**src/hdl/pext_pkg.sv**
```systemverilog
// shared types, constants and widths for the pose extrapolator
package pext_pkg;

   localparam int Axes  = 6;
   localparam int PoseW = 32;
   localparam int TimeW = 32;
   localparam int RegW  = 20;
   localparam int FracW = 16;
   localparam int DivW  = TimeW + FracW;
   localparam int CsrIdxW = 2;

   localparam logic [RegW-1:0] KneeReset = 20'd196608;
   localparam logic [RegW-1:0] AsymReset = 20'd327680;

   localparam logic [CsrIdxW-1:0] CsrKnee = 2'd0;
   localparam logic [CsrIdxW-1:0] CsrAsym = 2'd1;

   localparam logic FuncStore = 1'b0;
   localparam logic FuncQuery = 1'b1;

   typedef logic signed [PoseW-1:0] pose_type;

   typedef struct packed {
      logic             func;
      logic [TimeW-1:0] time_stamp;
      pose_type         in_yaw;
      pose_type         in_pitch;
      pose_type         in_roll;
      pose_type         in_x;
      pose_type         in_y;
      pose_type         in_z;
      logic [31:0]      in_count;
      logic [31:0]      known_count;
      logic             tracker_ok;
   } req_word_type;

   typedef struct packed {
      pose_type    out_yaw;
      pose_type    out_pitch;
      pose_type    out_roll;
      pose_type    out_x;
      pose_type    out_y;
      pose_type    out_z;
      logic [31:0] out_count;
      logic        new_data;
   } rsp_word_type;

   typedef struct packed {
      logic busy;
      logic done;
   } div_stat_type;

   typedef enum logic [5:0] {
      StIdle = 6'b000001,
      StDiv1 = 6'b000010,
      StMul  = 6'b000100,
      StDiv2 = 6'b001000,
      StLane = 6'b010000,
      StFin  = 6'b100000
   } state_type;

endpackage

```
**src/hdl/pext_lane.sv**
```systemverilog
// one axis lane: difference times ratio, floor shift, add and saturate
module pext_lane import pext_pkg::*; (
   input  logic            clock,
   input  pose_type        prev,
   input  pose_type        last,
   input  logic [RegW-1:0] ext,
   output pose_type        result
);

   localparam int ProdW = PoseW + RegW + 2;
   localparam int SumW  = PoseW + RegW - FracW + 3;

   logic signed [PoseW:0]   diff;
   logic signed [ProdW-1:0] prod_in, prod_ff;
   logic signed [ProdW-1:0] shifted;
   logic signed [SumW-1:0]  inc;
   logic signed [SumW-1:0]  last_ext;
   logic signed [SumW-1:0]  sum;
   logic [SumW-PoseW:0]     top_bits;

   assign diff    = {last[PoseW-1], last} - {prev[PoseW-1], prev};
   assign prod_in = ProdW'(diff) * ProdW'($signed({1'b0, ext}));

   always_ff @(posedge clock) begin
      prod_ff <= prod_in;
   end

   assign shifted  = prod_ff >>> FracW;
   assign inc      = shifted[SumW-1:0];
   assign last_ext = {{(SumW - PoseW){last[PoseW-1]}}, last};
   assign sum      = inc + last_ext;
   assign top_bits = sum[SumW-1:PoseW-1];

   always_comb begin
      if ((&top_bits) || !(|top_bits)) begin
         result = sum[PoseW-1:0];
      end else if (sum[SumW-1]) begin
         result = {1'b1, {(PoseW - 1){1'b0}}};
      end else begin
         result = {1'b0, {(PoseW - 1){1'b1}}};
      end
   end

endmodule

```
**config.mk**
```make
export PLATFORM = sky130hd
export DESIGN_NAME = pext_lane
export DESIGN_NICKNAME = d
export VERILOG_FILES = /design/src/hdl/pext_pkg.sv /design/src/hdl/pext_lane.sv
export SDC_FILE = /design/constraint.sdc
export NUM_CORES = 2
export LEC_CHECK = 0
export ABC_CLOCK_PERIOD_IN_PS = 16100
export BUFFER_PORTS_ARGS = -buffer_cell sky130_fd_sc_hd__clkbuf_2
export CORE_UTILIZATION = 42
export CTS_CLUSTER_SIZE = 10
export DETAILED_ROUTE_END_ITERATION = 6
export GPL_TIMING_DRIVEN = 0
export SKIP_LAST_GASP = 1
export SLEW_MARGIN = 20
export SYNTH_ARGS = -nofsm -noshare
export SYNTH_HDL_FRONTEND = slang
export SYNTH_SLANG_ARGS = --single-unit
```
**constraint.sdc**
```tcl
create_clock -name clock -period 16.1 [get_ports clock]
set_clock_uncertainty 0.15 [all_clocks]
set_input_delay 3.22 -clock clock [delete_from_list [all_inputs] [get_ports clock]]
set_output_delay 3.22 -clock clock [all_outputs]
set_load 0.01 [all_outputs]
```
**After elaboration in Yosys (flattened, before gate mapping)**

Cells that the tools add are included.

- Flip-flop bits (word level): 54
- Bits of input ports: 85

- Mux-type cells: 2
- $mul: 1
- Add/subtract/negate cells: 2
- Reductions and logical operators: 4

Operators by type and width:

| operator | count |
|---|---|
| $mux 32 | 2 |
| $mul 33x21->54 | 1 |
| $add 38x32->39 | 1 |
| $sub 32x32->33 | 1 |
| $reduce_and 8->1 | 1 |
| $reduce_or 8->1 | 1 |
| $logic_not 1->1 | 1 |
| $logic_or 1x1->1 | 1 |

**Longest topological paths before layout**

- Depth in word-level cells: 5
- Depth in mapped cells: 39
- Depth with buffers taken out: 38

**Worst setup path after synthesis**

OpenSTA, ideal clock, no wires.

- Path kind: input to register
- From: in prev[8]
- To: reg prod_ff[52]
- Cell stages on the path: 36
- Required time: 15.878 ns
- Arrival time: 11.624 ns
- Setup slack: 4.253 ns
- Cells stage by stage: inv_1 > ha_1 > a21o_1 > a21oi_1 > o21bai_1 > a22o_1 > a21o_1 > a221oi_2 > o31a_1 > nor2b_1 > o31a_1 > clkbuf_1 > a211oi_2 > buf_2 > mux2i_1 > fa_1 > fa_1 > inv_1 > fa_1 > inv_1 > fa_1 > fa_1 > fa_1 > fa_1 > ha_1 > a21o_1 > a21o_1 > a21oi_1 > o21ai_0 > a21oi_1 > nor2b_1 > a2111oi_1 > nor2_1 > a221o_1 > a21oi_1 > xnor2_1

- Cells in the longest elaborated chain, start to end: 2

Ends and longest elaborated chain:

| item | RTL line | text |
|---|---|---|
| start: declaration | pext_lane.sv:4 | `input pose_type prev,` |
| $sub 32x32->33 | pext_lane.sv:21 | `assign diff = {last[PoseW-1], last} - {prev[PoseW-1], prev};` |
| $mul 33x21->54 | pext_lane.sv:22 | `assign prod_in = ProdW'(diff) * ProdW'($signed({1'b0, ext}));` |
| via prod_in[52] | pext_lane.sv:14 | `logic signed [ProdW-1:0] prod_in, prod_ff;` |
| end signal: assignment | pext_lane.sv:25 | `prod_ff <= prod_in;` |
| end: declaration | pext_lane.sv:14 |  |

The timed path passes the listed nets, and every way through them passes these cells.

**Worst setup path after layout**

- From: in last[0]
- To: reg prod_ff[52]

- Cells in the longest elaborated chain, start to end: 2

Ends and longest elaborated chain:

| item | RTL line | text |
|---|---|---|
| start: declaration | pext_lane.sv:5 | `input pose_type last,` |
| $sub 32x32->33 | pext_lane.sv:21 |  |
| $mul 33x21->54 | pext_lane.sv:22 |  |
| via prod_in[52] | pext_lane.sv:14 |  |

The timed path passes the listed nets, and every way through them passes these cells.

==> results_dict.tcl <==
set metrics [dict create \
    status "finished, final reports clean" \
    ys_async_sr_fraction 0 \
    ctsHoldBuffers 0 \
    clockBufferDepth 2 \
    setup-tns-final_ns 0 \
    ctsResizeCount 0 \
    io_buffers 106 \
    ios 117 \
    path_buf_inv 7 \
    root_buffer "clkbuf_16" \
    antenna_left 0 \
    critical_path.max_stage_delay_ns 0.71 \
    core-area_mm2 0.06740 \
    rsz0062_at_grt "false" \
    rows 95 \
    postCtsSetupRepairBufs 0 \
    worst_setup_path_end_kind "register" \
    period_minus_slack_ns 13.78 \
    hold_path_class "reg -> out" \
    crit_family "adder cells" \
    viasPerCell 5.319 \
    syn_area_mm2 0.02872 \
    ys.flop_type "dfxtp_1" \
    clk_pin_slew_ns 0.06 \
    synth-edff-count 0 \
    wl_per_cell_um 21.52 \
    wl_um 91600 \
    max_freq_mhz 72.56 \
    syn_to_final_growth_pct 6.286 \
    critPathLaunchType "input pin" \
    maxSlewHeadroom 0.2607 \
    synth_nets 4200 \
    drcViolationCount 0 \
    pre_cts_ws_ns 2.048 \
    finalNetCount 4313 \
    postSynthCellCount 3265 \
    routabilityCongestion 0.9566 \
    cap_violations 0 \
    overflow 0 \
    post-route-period-util 0.8560 \
    setup_slack_ns 2.319 \
    netlist-cell-type-count 80 \
    drtPass1Iterations 5 \
    grt_max_degree 14 \
    path_max_fanout 10 \
    reg_top3 "prod_ff x38" \
    cts.sink_count 38 \
    drt-initial-drc-count 1756 \
    grt_pass1_wl_um 142100 \
    hold_viol 0 \
    critPathArrivalTime_ns 13.85 \
    dp_hpwl_um 78020 \
    dieArea_mm2 0.06943 \
    regMostFlops "prod_ff" \
    antenna_found_initial 3 \
    largest_reg_flops 38 \
    die_w_um 263.5 \
    initial_utilization 0.4262 \
    drv_slew 0 \
    cts_buffers 5 \
    track_usage 0.2735 \
    tightest_slew_ns 1.109 \
    setup_viol 0 \
    grt_pass1_vias 23750 \
    worstPathRequired_ns 16.17 \
    cts_tree "done" \
    h-tree-depth 2 \
    vias 22640 \
    syn_area_per_cell_um2 8.797 \
    synth_warnings 0 \
    drive_gt1_frac 0.04469 \
    worstSetupPathType "in -> reg" \
    die_h_um 263.5 \
    critPathMostFrequentCell "fa_1" \
    cp_slowest_cell "a2111oi_1" \
    synth_seq_area_share 0.02649 \
    ys_ff_latch 38 \
]
## per-stage QoR
step	hold WS (ns)	cells	util	cell area, µm²
2_1_floorplan	3.602	3265	-	28720
4_1_cts	4.032	4252	0.4528	30510
6_report	4.011	4257	0.4529	30530
3_3_place_gp	3.709	4244	0.4502	30340
5_1_grt	4.079	4252	0.4528	30510
3_5_place_dp	3.690	4244	0.4502	30340
## tightest hold or removal path: cells and delay by family (launching register included)
| kind | cells | cell delay [ns] |
|---|---|---|
| buf+inv | 1 | 0.12 |
| compound gates | 1 | 0.10 |
| flops | 1 | 0.31 |
| fa+ha+maj | 1 | 0.12 |
## path summary, 6_finish.rpt
kind | start | endpoint | slack (ns) | cells past startpoint
min | prod_ff[16] | result[0] | 4.01 | 3
max | last[0] | prod_ff[52] | 2.32 | 38
## cell type report
cell class,count,area (µm²)
diodes,5,12.51
plain buffers,182,719.4
clock buffers,5,125.1
clock inverters,3,45.04
fillers,6686,36870
inverters,656,2462
multi-input cells,2389,24780
flip-flops and latches,38,760.7
well taps,873,1092
repair buffers,106,530.5
## cell families (layout without fill, tap and decap cells)
kind of cell               after synthesis  in the layout  share of synthesized area
AOI/OAI and AO/OA                      384            384                    0.09462
xor gates and xnor gates               121            121                    0.03690
adders and majority gates              854            854                     0.5395
buffers and inverters                  838            952                     0.1108
DFF                                     38             38                    0.02649
muxes                                   21             21                   0.007798
other                                    0              5                          0
and+or+nand+nor                       1009           1009                     0.1839
## synth_stat cells, types with 3 or more instances
| library cell | number | area share |
|---|---|---|
| a211oi_1 | 15 | 0.0039 |
| a21o_1 | 94 | 0.025 |
| a21oi_1 | 87 | 0.015 |
| a311o_1 | 11 | 0.0038 |
| a311oi_1 | 13 | 0.0040 |
| a31oi_1 | 12 | 0.0026 |
| a41o_1 | 3 | 0.0010 |
| a41oi_1 | 3 | 0.00092 |
| and2_1 | 383 | 0.083 |
| and3_1 | 13 | 0.0028 |
| and4_1 | 5 | 0.0015 |
| buf_2 | 8 | 0.0014 |
| buf_6 | 3 | 0.0012 |
| clkbuf_1 | 169 | 0.022 |
| dfxtp_1 | 38 | 0.026 |
| fa_1 | 642 | 0.45 |
| ha_1 | 208 | 0.091 |
| inv_1 | 656 | 0.086 |
| maj3_1 | 4 | 0.0014 |
| mux2_1 | 11 | 0.0043 |
| mux2i_1 | 10 | 0.0035 |
| nand2_1 | 352 | 0.046 |
| nand2b_1 | 46 | 0.010 |
| nand3_1 | 16 | 0.0028 |
| nand4_1 | 16 | 0.0035 |
| nand4b_1 | 3 | 0.00092 |
| nor2_1 | 65 | 0.0085 |
| nor2b_1 | 66 | 0.014 |
| nor3_1 | 12 | 0.0021 |
| nor4_1 | 21 | 0.0046 |
| o211ai_1 | 24 | 0.0063 |
| o21a_1 | 18 | 0.0047 |
| o21ai_0 | 46 | 0.0080 |
| o21ai_1 | 7 | 0.0012 |
| o21bai_1 | 11 | 0.0029 |
| or2_2 | 3 | 0.00065 |
| xnor2_1 | 81 | 0.025 |
| xor2_1 | 40 | 0.012 |
## per-layer routing
layer / part of all wire / up-vias / track usage
met5: 0.00014 / - / 0
met4: 0.060 / 2 / 0.1364
met3: 0.076 / 189 / 0.04864
met2: 0.47 / 822 / 0.4483
met1: 0.40 / 11450 / 0.3470
li1: - / 10180 / -
## cell usage in the layout (no fill, tap or decap), types with 65 or more instances in the layout
cell	count
nand2_1	352
inv_1	656
xnor2_1	81
a21o_1	94
fa_1	642
nor2_1	65
clkbuf_1	169
and2_1	383
nor2b_1	66
ha_1	208
clkbuf_2	106
a21oi_1	87
Power is left out: the tool's default activity adds up to more than one toggle a clock period on the data nets, which glitch-free logic cannot reach.
